--- src/rtl/ogru_pkg.sv ---
// ----------------------------------------------------------------------------
// Occupancy grid ray update package
// Grid geometry, coordinate widths, cell operation codes and shared helpers.
// ----------------------------------------------------------------------------
package ogru_pkg;

    localparam int GRID_COLS  = 512;
    localparam int GRID_ROWS  = 512;
    localparam int DEPTH      = GRID_COLS * GRID_ROWS;
    localparam int ADDR_W     = $clog2(DEPTH);
    localparam int COL_W      = $clog2(GRID_COLS);
    localparam int ROW_W      = $clog2(GRID_ROWS);

    localparam logic [7:0] UNKNOWN_VALUE = 8'd127;
    localparam logic [7:0] CELL_MAX      = 8'd255;
    localparam logic [7:0] CELL_MIN      = 8'd0;
    localparam logic [7:0] CLASS_MID     = 8'd127;

    // coordinate, delta and remainder widths for 16-bit signed endpoints
    localparam int CRD_W = 18;
    localparam int LEN_W = 17;
    localparam int REM_W = 19;

    typedef enum logic [1:0] {
        OP_RAY  = 2'd0,
        OP_MARK = 2'd1,
        OP_READ = 2'd2
    } t_op;

    typedef enum logic [1:0] {
        CFG_MAP_COLS = 2'd0,
        CFG_MAP_ROWS = 2'd1,
        CFG_OBSTACLE = 2'd2
    } t_cfg_idx;

    typedef enum logic [1:0] {
        CELL_FREE = 2'd0,
        CELL_HIT  = 2'd1,
        CELL_MARK = 2'd2,
        CELL_READ = 2'd3
    } t_cell_op;

    typedef struct packed {
        logic                valid;
        t_cell_op            kind;
        logic [ADDR_W-1:0]   addr;
        logic [7:0]          wdata;
    } t_cell_req;

    typedef struct packed {
        logic       clearing;
        logic       rd_valid;
        logic [7:0] rd_data;
    } t_mem_stat;

    typedef struct packed {
        logic signed [15:0] sx;
        logic signed [15:0] sy;
        logic signed [15:0] ex;
        logic signed [15:0] ey;
    } t_ray;

    typedef struct packed {
        logic [CRD_W-1:0] cols;
        logic [CRD_W-1:0] rows;
    } t_map_lim;

    function automatic logic inside_map(input logic signed [CRD_W-1:0] x,
                                        input logic signed [CRD_W-1:0] y,
                                        input t_map_lim lim);
        return !x[CRD_W-1] && !y[CRD_W-1] &&
               ($unsigned(x) < lim.cols) && ($unsigned(y) < lim.rows);
    endfunction

    function automatic logic [ADDR_W-1:0] cell_addr(input logic signed [CRD_W-1:0] x,
                                                    input logic signed [CRD_W-1:0] y);
        return ADDR_W'(ADDR_W'(y[ROW_W-1:0]) * ADDR_W'(GRID_COLS)) +
               ADDR_W'(x[COL_W-1:0]);
    endfunction

endpackage

--- src/rtl/ogru_ray_walker.sv ---
// ----------------------------------------------------------------------------
// Ray walker
// Steps along the major axis one cell per cycle and tracks the minor axis as
// an exact rational floor (quotient plus remainder), then issues the hit cell.
// ----------------------------------------------------------------------------
module ogru_ray_walker (
    input  logic               i_clk,
    input  logic               i_rst_n,
    input  logic               i_start,
    input  ogru_pkg::t_ray     i_ray,
    input  ogru_pkg::t_map_lim i_lim,
    output ogru_pkg::t_cell_req o_req,
    output logic               o_done
);

    typedef enum logic [2:0] {
        W_IDLE = 3'b001,
        W_WALK = 3'b010,
        W_HIT  = 3'b100
    } t_wstate;

    t_wstate r_state, n_state;

    logic signed [ogru_pkg::CRD_W-1:0] r_maj, n_maj;
    logic signed [ogru_pkg::CRD_W-1:0] r_min, n_min;
    logic signed [ogru_pkg::CRD_W-1:0] r_dmin, n_dmin;
    logic signed [ogru_pkg::REM_W-1:0] r_rem, n_rem;
    logic [ogru_pkg::LEN_W-1:0]        r_len, n_len;
    logic [ogru_pkg::LEN_W-1:0]        r_k, n_k;
    logic                              r_maj_neg, n_maj_neg;
    logic                              r_y_major, n_y_major;
    logic signed [ogru_pkg::CRD_W-1:0] r_ex, n_ex;
    logic signed [ogru_pkg::CRD_W-1:0] r_ey, n_ey;

    logic signed [ogru_pkg::CRD_W-1:0] sx_w, sy_w, ex_w, ey_w, dx, dy;
    logic [ogru_pkg::LEN_W-1:0]        adx, ady;
    logic                              y_major;
    logic signed [ogru_pkg::REM_W-1:0] rem_sum, len_s;
    logic signed [ogru_pkg::CRD_W-1:0] cx, cy;

    always_comb begin
        sx_w    = ogru_pkg::CRD_W'(i_ray.sx);
        sy_w    = ogru_pkg::CRD_W'(i_ray.sy);
        ex_w    = ogru_pkg::CRD_W'(i_ray.ex);
        ey_w    = ogru_pkg::CRD_W'(i_ray.ey);
        dx      = ex_w - sx_w;
        dy      = ey_w - sy_w;
        adx     = dx[ogru_pkg::CRD_W-1] ? ogru_pkg::LEN_W'(-dx) : ogru_pkg::LEN_W'(dx);
        ady     = dy[ogru_pkg::CRD_W-1] ? ogru_pkg::LEN_W'(-dy) : ogru_pkg::LEN_W'(dy);
        // ties go to the y axis
        y_major = (ady >= adx);

        rem_sum = r_rem + ogru_pkg::REM_W'(r_dmin);
        len_s   = signed'(ogru_pkg::REM_W'(r_len));
        cx      = r_y_major ? r_min : r_maj;
        cy      = r_y_major ? r_maj : r_min;
    end

    always_comb begin
        n_state   = r_state;
        n_maj     = r_maj;
        n_min     = r_min;
        n_dmin    = r_dmin;
        n_rem     = r_rem;
        n_len     = r_len;
        n_k       = r_k;
        n_maj_neg = r_maj_neg;
        n_y_major = r_y_major;
        n_ex      = r_ex;
        n_ey      = r_ey;
        o_req     = '0;
        o_done    = 1'b0;

        unique case (r_state)
            W_IDLE: begin
                if (i_start) begin
                    n_y_major = y_major;
                    n_maj     = y_major ? sy_w : sx_w;
                    n_min     = y_major ? sx_w : sy_w;
                    n_dmin    = y_major ? dx : dy;
                    n_maj_neg = y_major ? dy[ogru_pkg::CRD_W-1] : dx[ogru_pkg::CRD_W-1];
                    n_len     = y_major ? ady : adx;
                    n_rem     = '0;
                    n_k       = '0;
                    n_ex      = ex_w;
                    n_ey      = ey_w;
                    n_state   = W_WALK;
                end
            end
            W_WALK: begin
                o_req.valid = ogru_pkg::inside_map(cx, cy, i_lim);
                o_req.kind  = ogru_pkg::CELL_FREE;
                o_req.addr  = ogru_pkg::cell_addr(cx, cy);
                n_maj = r_maj_neg ? r_maj - ogru_pkg::CRD_W'(1) : r_maj + ogru_pkg::CRD_W'(1);
                // remainder stays in [0, len): one correction step suffices
                if (rem_sum >= len_s) begin
                    n_rem = rem_sum - len_s;
                    n_min = r_min + ogru_pkg::CRD_W'(1);
                end else if (rem_sum[ogru_pkg::REM_W-1]) begin
                    n_rem = rem_sum + len_s;
                    n_min = r_min - ogru_pkg::CRD_W'(1);
                end else begin
                    n_rem = rem_sum;
                end
                n_k = r_k + ogru_pkg::LEN_W'(1);
                if (r_k == ogru_pkg::LEN_W'(r_len - ogru_pkg::LEN_W'(1))) begin
                    n_state = W_HIT;
                end
            end
            W_HIT: begin
                o_req.valid = ogru_pkg::inside_map(r_ex, r_ey, i_lim);
                o_req.kind  = ogru_pkg::CELL_HIT;
                o_req.addr  = ogru_pkg::cell_addr(r_ex, r_ey);
                o_done      = 1'b1;
                n_state     = W_IDLE;
            end
            default: n_state = W_IDLE;
        endcase
    end

    always_ff @(posedge i_clk) begin
        if (!i_rst_n) begin
            r_state <= W_IDLE;
        end else begin
            r_state <= n_state;
        end
        r_maj     <= n_maj;
        r_min     <= n_min;
        r_dmin    <= n_dmin;
        r_rem     <= n_rem;
        r_len     <= n_len;
        r_k       <= n_k;
        r_maj_neg <= n_maj_neg;
        r_y_major <= n_y_major;
        r_ex      <= n_ex;
        r_ey      <= n_ey;
    end

endmodule

--- config.mk ---
export PLATFORM = sky130hd
export DESIGN_NAME = ogru_ray_walker
export DESIGN_NICKNAME = d
export VERILOG_FILES = /design/src/rtl/ogru_pkg.sv /design/src/rtl/ogru_ray_walker.sv
export SDC_FILE = /design/constraint.sdc
export NUM_CORES = 1
export LEC_CHECK = 0
export ABC_AREA = 1
export ABC_CLOCK_PERIOD_IN_PS = 10140
export BUFFER_PORTS_ARGS = -buffer_cell sky130_fd_sc_hd__buf_2
export CAP_MARGIN = 20
export CORE_ASPECT_RATIO = 0.9
export CORE_UTILIZATION = 50
export DETAILED_ROUTE_END_ITERATION = 12
export PLACE_DENSITY = 0.68
export SLEW_MARGIN = 20
export SYNTH_ARGS = -nofsm -noshare
export SYNTH_HDL_FRONTEND = slang
export SYNTH_SLANG_ARGS = --single-unit
--- constraint.sdc ---
create_clock -name i_clk -period 10.14 [get_ports i_clk]
set_input_delay 1.014 -clock i_clk [delete_from_list [all_inputs] [get_ports i_clk]]
set_output_delay 1.014 -clock i_clk [all_outputs]
set_load 0.01 [all_outputs]
# Yosys cells after proc, flatten, opt, wreduce, memory -nomap -nowiden
# Cells that the tools add are included.
[op_classes] addsub=15 n_lt_le_gt_ge=6 reduce_logical=15 n_mux=27 n_eq_ne=7
[op_table] op="$mux 18" count=10
[op_table] op="$lt 18x18->1" count=4
[op_table] op="$pmux 18 s2" count=2
[op_table] op="$mux 17" count=4
[op_table] op="$mux 19" count=3
[op_table] op="$pmux 21 s2" count=1
[op_table] op="$add 19x18->19" count=2
[op_table] op="$pmux 19 s2" count=1
[op_table] op="$add 18x2->18 const B" count=2
[op_table] op="$add 18x9->18" count=2
[op_table] op="$sub 18x2->18 const B" count=2
[op_table] op="$neg 17->17" count=2
[op_table] op="$pmux 17 s2" count=1
[op_table] op="$sub 16x16->17" count=2
[op_table] op="$ge 19x18->1" count=1
[op_table] op="$sub 19x18->19" count=1
[op_table] op="$add 17x1->17 const B" count=1
[op_table] op="$eq 17x17->1" count=1
[op_table] op="$ge 17x17->1" count=1
[op_table] op="$sub 17x1->17 const B" count=1
[op_table] op="$logic_and 1x1->1" count=6
[op_table] op="$mux 3" count=2
[op_table] op="$pmux 3 s2" count=1
[op_table] op="$reduce_and 2->1" count=3
[op_table] op="9 further kinds" count=14
[word_totals] output_inout_bits=30 word_cells=81 register_bits=144

# Longest topological paths before layout
# Gate-level depths: netlist of run 1.
[logic_depth] word_depth=7 depth_mapped=35 depth_no_buf=33

# Least setup slack after synthesis of run 1
# OpenSTA, ideal clock, no wires.
[synth_path] kind="input to register" start="in i_start" end="reg r_k[0] (netlist name) (enable)" arrival_time_ns=5.324 setup_time_ns=0.409 path_buffers=0 t_required_ns=9.731 cell_stages=4 slack_ns=4.407 cell_sequence="inv_1 > nor2_1 > nor2_1 > inv_1"
[synth_between] elab_chain_len=2
[synth_lines] item="start: declaration" line_no="ogru_ray_walker.sv:9" text="input logic i_start,"
[synth_lines] item="$ne 2x2->1 (no source line)"
[synth_lines] item="$reduce_and 2->1 (no source line)"
[synth_lines] item="end signal: assignment" line_no="ogru_ray_walker.sv:132" text="r_k <= n_k;"
[synth_lines] item="end: declaration" line_no="ogru_ray_walker.sv:29" text="logic [ogru_pkg::LEN_W-1:0] r_k, n_k;"
# No other way between the ends.
# A chain may end at the register's enable or synchronous reset.

# Final worst setup path of run 1
[layout_path] start="reg r_dmin[8] (netlist name)" end="reg r_min[13] (netlist name) (data pin)"
[layout_between] elab_chain_len=4
[layout_lines] item="start: declaration" line_no="ogru_ray_walker.sv:26" text="logic signed [ogru_pkg::CRD_W-1:0] r_dmin, n_dmin;"
[layout_lines] item="start signal: assignment" line_no="ogru_ray_walker.sv:129" text="r_dmin <= n_dmin;"
[layout_lines] item="$add 19x18->19" line_no="ogru_ray_walker.sv:53" text="rem_sum = r_rem + ogru_pkg::REM_W'(r_dmin);"
[layout_lines] item="$ge 19x18->1" line_no="ogru_ray_walker.sv:96" text="if (rem_sum >= len_s) begin"
[layout_lines] item="$mux 18" line_no="ogru_ray_walker.sv:96"
[layout_lines] item="$pmux 18 s2" line_no="ogru_ray_walker.sv:74" text="unique case (r_state)"
[layout_lines] item="named net n_min, one bit" line_no="ogru_ray_walker.sv:25" text="logic signed [ogru_pkg::CRD_W-1:0] r_min, n_min;"
[layout_lines] item="end signal: assignment" line_no="ogru_ray_walker.sv:128" text="r_min <= n_min;"
[layout_lines] item="end: declaration" line_no="ogru_ray_walker.sv:25"
# The timed path passes the listed nets, and every way through them passes these cells.

==> impl_metrics.csv, run 1 <==
group,metric,value,unit
run_status,status,"completed",
final_layout,final_common_cell,"nand2_1",
timing,rsz0062_at_grt,"false",
hold_path,hold-path-cell-count,1,
cts,root_buffer,"clkbuf_16",
die,die_x,194,um
final_layout,nets,2753,
timing,finalMaxSlewViolations,0,
worst_setup_path,critPathSlowestCell,"edfxtp_1",
pwr,irDropWorstVdd,0.394,mV
detailed_routing,drt-initial-drc-count,1662,
pwr,pwr_density_cell,281,nW/um^2
final_layout,utilization,0.560,
detailed_routing,num_vias,16600,
global_routing,grt_max_degree,103,
worst_setup_path,critPathArrivalTime,6.02,ns
synth,synth_edf_count,140,
worst_setup_path,crit_top_cell,"nand2_1",
synth,syn_area,16500,um^2
pwr,p_leak,8.88,nW
final_layout,areaGrowthSynthToFinish,9.08,%
timing,finalWorstSetupSlack,4.27,ns
timing,clock_skew,0.0149,ns
synth,synth.largest_area_cell,"edfxtp_1",
cts,cts_num_sinks,143,
final_layout,final_cell_mix,"563 x nand2_1, 323 x inv_1, 206 x a21oi_1",
global_routing,groute.usage.overall,0.344,
timing,setup_tns,0,ns
timing,hold_violations,0,
timing,max_freq,0.170,GHz
cts,clkLatencyLatePin,0.45,ns
synth,ys_ff_latch,143,
global_routing,grt_antenna_before_repair,4,
detailed_routing,drc_errors,0,
die,core_area,32200,um^2
timing,slew-limit-headroom,0.321,
cts,cts_tree,"yes",
global_routing,grt_pass1_wl,87300,um
die,die-area,33800,um^2
synth,synth_cells,2341,
timing,timing.final.crit_share,0.579,
job,drv_cap,0,
synth,synth_flop_cell,"edfxtp_1",
synth,yosys-top-cells-area,"edfxtp_1 25%, ha_1 16%, nand2_1 13%",
place,place_ws,4.07,ns
cts,cts_resized,0,
die,die_h,174,um
cts,post_cts_buffers,0,
cts,postCtsHoldBufs,0,
die,placementRows,62,
synth,synth_top_area_share,0.254,
worst_setup_path,rr_endpoint,"r_min[13]$_DFFE_PP_",
synth,yosysSeqAreaShare,0.258,
worst_setup_path,rr_worst_depth,26,
detailed_routing,detail-route-antenna-nets,0,
pwr,total_power,0.00506,W
timing,tightest_slew,1.02,ns
hold_path,min_from,"r_k[16]$_SDFFCE_PN0P_",
place,place.gp.congestion,1.06,
synth,synthArstFlopShare,0,
worst_setup_path,cp_max_fo,27,
timing,layout_min_cycle_time,5.87,ns
detailed_routing,wl_per_cell,20.2,um
hold_path,hold_end,"r_k[16]$_SDFFCE_PN0P_",
global_routing,grt_pass1_vias,15400,
die,initial_utilization,0.513,
synth,yosysWarnings,0,
global_routing,grt-ovfl-total,0,
detailed_routing,drt_wl_total,58000,um
detailed_routing,drt_pass1_iterations,7,
cts,clk_path_buf_depth,2,
worst_setup_path,crit_type,"register to register",
synth,synth_cell_type_count,57,
worst_setup_path,r2r_start,"r_dmin[8]$_DFFE_PP_",
hold_path,holdCritPathClass,"register to register",
worst_setup_path,worst_ep_required_time,10.29,ns
die,ios,133,
final_layout,drive_gt1_frac,0.0926,
timing,setup_viol,0,
cts,cts-htree-levels,4,
cts,path_clk_slew,0.07,ns
worst_setup_path,max_stage_delay,0.44,ns
cts,cts_buffers,17,
place,hpwl,47900,um
worst_setup_path,crit_path_end_kind,"register",
detailed_routing,viasPerCell,5.79,
place,io_buffers,123,
worst_setup_path,critPathLaunchType,"register",
worst_setup_path,r2r_setup_slack,4.27,ns
synth,syn_area_per_cell,7.06,um^2
[power by group]
group / total (W) / internal (W) / switching [W]
sequential: 0.000970 / 0.000828 / 0.000142
combinational: 0.00346 / 0.00116 / 0.00230
clock: 0.000629 / 0.000342 / 0.000287
total: 0.00506 / 0.00233 / 0.00273
[sequential cells by signal (all words and copies together) (netlist names)]
name	count
r_y_major	1
r_len	17
r_rem	19
r_maj_neg	1
r_state	3
r_maj	18
r_ex	16
r_dmin	17
r_ey	16
r_k	17
r_min	18
[synth_stat cells (all sizes together), types with 24 or more instances]
master	n
o21ai	181
nand2	577
edfxtp	140
nand3	133
a21oi	210
buf	39
inv	329
nor2	173
xor2	82
nor3	44
ha	205
nand4	39
clkbuf	24
[stage by stage]
step / cell area (um^2) / instances / hold WS [ns]
final: 18000 / 2870 / 0.631
after global routing: 18000 / 2869 / 0.650
after CTS: 18000 / 2866 / 0.634
after detailed placement: 17400 / 2834 / 0.615
after global placement: 17400 / 2834 / 0.602
after floorplan: 16600 / 2349 / 0.543
[cells by family (layout without fill, tap and decap cells)]
| logic type | after synthesis | after routing | share of synthesized area |
|---|---|---|---|
| AOI/OAI and AO/OA | 488 | 488 | 0.165 |
| muxes | 3 | 3 | 0.00182 |
| DFF | 143 | 143 | 0.258 |
| and+or+nand+nor | 1001 | 1001 | 0.260 |
| adders and majority gates | 212 | 212 | 0.164 |
| other | 1 | 12 | 0.000227 |
| buffers and inverters | 392 | 494 | 0.0960 |
| xor gates and xnor gates | 101 | 101 | 0.0554 |
[final cells by class]
type	instances	area, um^2
fill	3180	14200
multi-input combinational	1814	10700
sequential	143	4260
inverter	329	1230
timing repair buffer	133	698
tap	416	520
clock buffer	19	433
clock inverter	13	129
antenna	3	7.51
[layer usage]
| layer | routed length, um | track usage | vias to the layer above | part of all wire |
|---|---|---|---|---|
| met5 | 8 | 0 | - | 0.00014 |
| met4 | 1340 | 0.102 | 2 | 0.023 |
| met3 | 6910 | 0.102 | 79 | 0.12 |
| met2 | 23800 | 0.502 | 769 | 0.41 |
| met1 | 26000 | 0.485 | 7679 | 0.45 |
| li1 | - | - | 8075 | - |
[how the worst max path moves through the flow]
stage,start,endpoint,slack [ns],cells past startpoint
finish,r_dmin[8]$_DFFE_PP_,r_min[13]$_DFFE_PP_,4.27,26
floorplan,i_start,r_k[0]$_SDFFCE_PN0P_,4.41,4
global route,r_dmin[8]$_DFFE_PP_,r_min[13]$_DFFE_PP_,3.81,26
global placement,i_ray[0],r_min[9]$_DFFE_PP_,4.22,28
detailed placement,i_ray[48],r_min[9]$_DFFE_PP_,4.07,29
CTS,r_dmin[8]$_DFFE_PP_,r_min[13]$_DFFE_PP_,4.41,26
[worst max-delay path, delay by kind of cell, from the launching register on]
family | cells | cell delay, ns
simple gates | 12 | 1.57
xor+xnor | 1 | 0.37
flops | 1 | 0.44
fa+ha+maj | 3 | 1.14
compound gates | 8 | 1.58
buf+inv | 2 | 0.46
(Power assumes the default switching activity.)
==> run 2: changes to the inputs <==
--- a/config.mk
+++ b/config.mk
@@ -5,14 +5,14 @@
 export SDC_FILE = /design/constraint.sdc
 export NUM_CORES = 1
 export LEC_CHECK = 0
-export ABC_AREA = 1
-export ABC_CLOCK_PERIOD_IN_PS = 10140
+export ABC_AREA = 0
+export ABC_CLOCK_PERIOD_IN_PS = 5150
 export BUFFER_PORTS_ARGS = -buffer_cell sky130_fd_sc_hd__buf_2
 export CAP_MARGIN = 20
 export CORE_ASPECT_RATIO = 0.9
 export CORE_UTILIZATION = 50
 export DETAILED_ROUTE_END_ITERATION = 12
-export PLACE_DENSITY = 0.68
+export PLACE_DENSITY = 0.71
 export SLEW_MARGIN = 20
 export SYNTH_ARGS = -nofsm -noshare
 export SYNTH_HDL_FRONTEND = slang
==> constraint.sdc (replaced) <==
create_clock -name i_clk -period 5.15 [get_ports i_clk]
set_input_delay 0.515 -clock i_clk [delete_from_list [all_inputs] [get_ports i_clk]]
set_output_delay 0.515 -clock i_clk [all_outputs]
set_load 0.01 [all_outputs]
==> impl_metrics.csv, run 2 <==
group,metric,value,unit
synth,synth_top_area_share,0.262,
synth,yosysSeqAreaShare,0.265,
worst_setup_path,rr_endpoint,"r_min[16]$_DFFE_PP_",
timing,slew-limit-headroom,0.256,
place,hpwl,40900,um
hold_path,min_from,"i_ray[30]",
synth,synthArstFlopShare,0,
place,place.gp.congestion,0.945,
place,io_buffers,123,
timing,finalMaxSlewViolations,0,
detailed_routing,drt_wl_total,54700,um
worst_setup_path,r2r_setup_slack,-1.02,ns
cts,cts_buffers,17,
worst_setup_path,crit_type,"register to register",
pwr,pwr_density_cell,677,nW/um^2
detailed_routing,num_vias,16500,
final_layout,final_cell_count_no_fill,2719,
final_layout,drive_gt1_frac,0.306,
cts,path_clk_slew,0.07,ns
final_layout,final_cell_mix,"349 x buf_4, 193 x ha_1, 149 x inv_1",
synth,synth-compound-area-share,0.220,
die,die-area,32900,um^2
worst_setup_path,crit_path_end_kind,"register",
detailed_routing,drc_errors,0,
synth,synth_edf_count,140,
synth,syn_area_per_cell,8.74,um^2
synth,synth_mux_area_frac,0.0511,
final_layout,antennaDiodeCount,0,
worst_setup_path,rr_worst_depth,29,
global_routing,grt-ovfl-total,0,
detailed_routing,wl_per_cell,20.1,um
final_layout,areaGrowthSynthToFinish,31.8,%
detailed_routing,drt-initial-drc-count,1451,
cts,clkLatencyLatePin,0.46,ns
detailed_routing,drt_pass1_iterations,6,
run_status,status,"finished with violations",
cts,root_buffer,"clkbuf_16",
final_layout,largest-register,"r_rem",
global_routing,grt_antenna_before_repair,0,
cts,cts-htree-levels,4,
cts,cts_num_sinks,143,
detailed_routing,detail-route-antenna-nets,0,
global_routing,grt_max_degree,70,
timing,finalWorstSetupSlack,-1.02,ns
timing,rsz0062_at_grt,"true",
synth,yosysWarnings,0,
worst_setup_path,critPathLaunchType,"register",
timing,timing.final.crit_share,1.20,
synth,synth_cell_type_count,98,
die,core_area,31300,um^2
worst_setup_path,cp_max_fo,5,
global_routing,groute.usage.overall,0.324,
worst_setup_path,cp-startpoint,"r_rem[0]$_SDFFCE_PN0P_",
final_layout,final_common_cell,"buf_4",
worst_setup_path,max_stage_delay,0.43,ns
synth,synth.largest_area_cell,"edfxtp_1",
timing,max_freq,0.162,GHz
pwr,p_leak,9.49,nW
final_layout,fillerInstances,2448,
timing,hold_violations,0,
final_layout,largest_reg_flops,19,
cts,clk_path_buf_depth,2,
final_layout,reg.largest.list,"r_rem: 19 flops, r_maj: 18 flops, r_min: 18 flops",
timing,setup_viol,17,
synth,yosys.area_share.adder,0.168,
synth,syn_area,16100,um^2
hold_path,hold_end,"r_ex[14]$_DFFE_PP_",
timing,clock_skew,0.0101,ns
final_layout,nets,2612,
synth,synth_top_family_by_area,"compound AO/OA/AOI/OAI gates",
synth,ys_ff_latch,143,
worst_setup_path,worst_ep_required_time,5.34,ns
worst_setup_path,critPathSlowestCell,"a2111oi_4",
run_status,violations,"setup timing",
hold_path,hold-path-cell-count,1,
global_routing,grt_pass1_vias,15700,
cts,cts_tree,"yes",
pwr,irDropWorstVdd,0.374,mV
job,drv_cap,0,
timing,tightest_slew,1.11,ns
die,placementRows,61,
synth,synth-simple-area-share,0.169,
final_layout,seq_area,4260,um^2
worst_setup_path,critPathArrivalTime,6.36,ns
die,initial_utilization,0.514,
die,die_h,172,um
synth,yosysMostFrequentCell,"ha_1",
final_layout,utilization,0.677,
synth,synth_flop_cell,"edfxtp_1",
place,dpl.cell_count,2642,
die,die_x,191,um
synth,synthTopCellsByCount,"205 x ha_1, 153 x inv_1, 146 x a21oi_1",
synth,synth_xor_area_frac,0.0687,
hold_path,holdCritPathClass,"primary input to register",
global_routing,grt_pass1_wl,82600,um
final_layout,multi_input_area,11500,um^2
synth,yosys-top-cells-area,"edfxtp_1 26%, ha_1 16%, a21oi_1 4.5%",
synth,synth_cells,1839,
worst_setup_path,r2r_start,"r_rem[0]$_SDFFCE_PN0P_",
die,ios,133,
detailed_routing,viasPerCell,6.05,
timing,layout_min_cycle_time,6.17,ns
## run 2: cell types whose count changed after synthesis, sizes merged, moves of 50 or more
cell   change
xnor2     +57
a21oi     -61
nand2    -474
nand3     -81
inv      -174
nor2      -50
o21ai     -69
## run 2: per-layer routing
layer | GRT usage | up-vias | share of wire
met5 | 0 | - | 0
met4 | 0.117 | 0 | 0.030
met3 | 0.0542 | 119 | 0.086
met2 | 0.504 | 805 | 0.44
met1 | 0.451 | 7791 | 0.44
li1 | - | 7742 | -
## run 2: where the power goes
part	leakage, nW	internal (W)	switching (W)	total (W)
Clock	0.313	0.000890	0.000554	0.00144
Combinational	7.80	0.00522	0.00570	0.0109
Sequential	1.38	0.00169	0.000277	0.00196
Total	9.49	0.00780	0.00653	0.0143
## run 2: cells by family (layout without fill, tap and decap cells)
logic type,Yosys count,in the layout
flip-flops,143,143
other,1,9
XOR/XNOR,126,126
AO/OA/AOI/OAI,532,532
multiplexers,77,77
AND/OR/NAND/NOR,525,525
buffers and inverters,223,686
adder cells (fa/ha/maj),212,212
## run 2: critical path: cells and delay by family, from the launching register on
family | cells | cell delay (ns)
compound gates | 12 | 2.73
fa+ha+maj | 4 | 1.02
simple gates | 5 | 0.77
buf+inv | 5 | 0.49
xor+xnor | 2 | 0.44
flops | 1 | 0.38
mux | 1 | 0.08
## run 2: how the worst max path moves through the flow
stage                     slack (ns)  cells past startpoint                 endpoint
after floorplan                -0.77                     31      r_min[16]$_DFFE_PP_
after global placement         -0.87                     26      r_min[16]$_DFFE_PP_
after detailed placement       -1.02                     26      r_min[16]$_DFFE_PP_
after CTS                      -0.86                     39  r_rem[15]$_SDFFCE_PN0P_
after global routing           -1.21                     29      r_min[16]$_DFFE_PP_
final                          -1.02                     29      r_min[16]$_DFFE_PP_
## run 2: final cells by class
cell class | instances | area share
timing repair buffer | 498 | 0.170
multi-input combinational | 1481 | 0.544
tap | 409 | 0.0242
clock inverter | 12 | 0.00981
timing repair inverter | 1 | 0.000295
clock buffer | 20 | 0.0216
sequential | 143 | 0.201
inverter | 155 | 0.0282
## run 2: per-stage QoR
step	area (um^2)	total power, W	hold WS [ns]	setup slack, ns	setup TNS [ns]
detailed placement	19600	0.0112	0.645	-1.02	-39.04
finish	21200	0.0143	0.257	-1.02	-9.68
global route	21200	0.0152	0.249	-1.21	-14.12
CTS	20600	0.0132	0.245	-0.862	-7.62
floorplan	16300	0.00787	0.554	-0.766	-4.81
global placement	19600	0.0110	0.635	-0.868	-32.28
## run 2: repair_timing
action / 4_1_cts / 5_1_grt
resized for setup: 18 / 91
hold buffers: 0 / 0
setup endpoints to repair: 60 / 104
cloned: 1 / 2
pin swaps: 28 / 41
setup buffers: 24 / 36
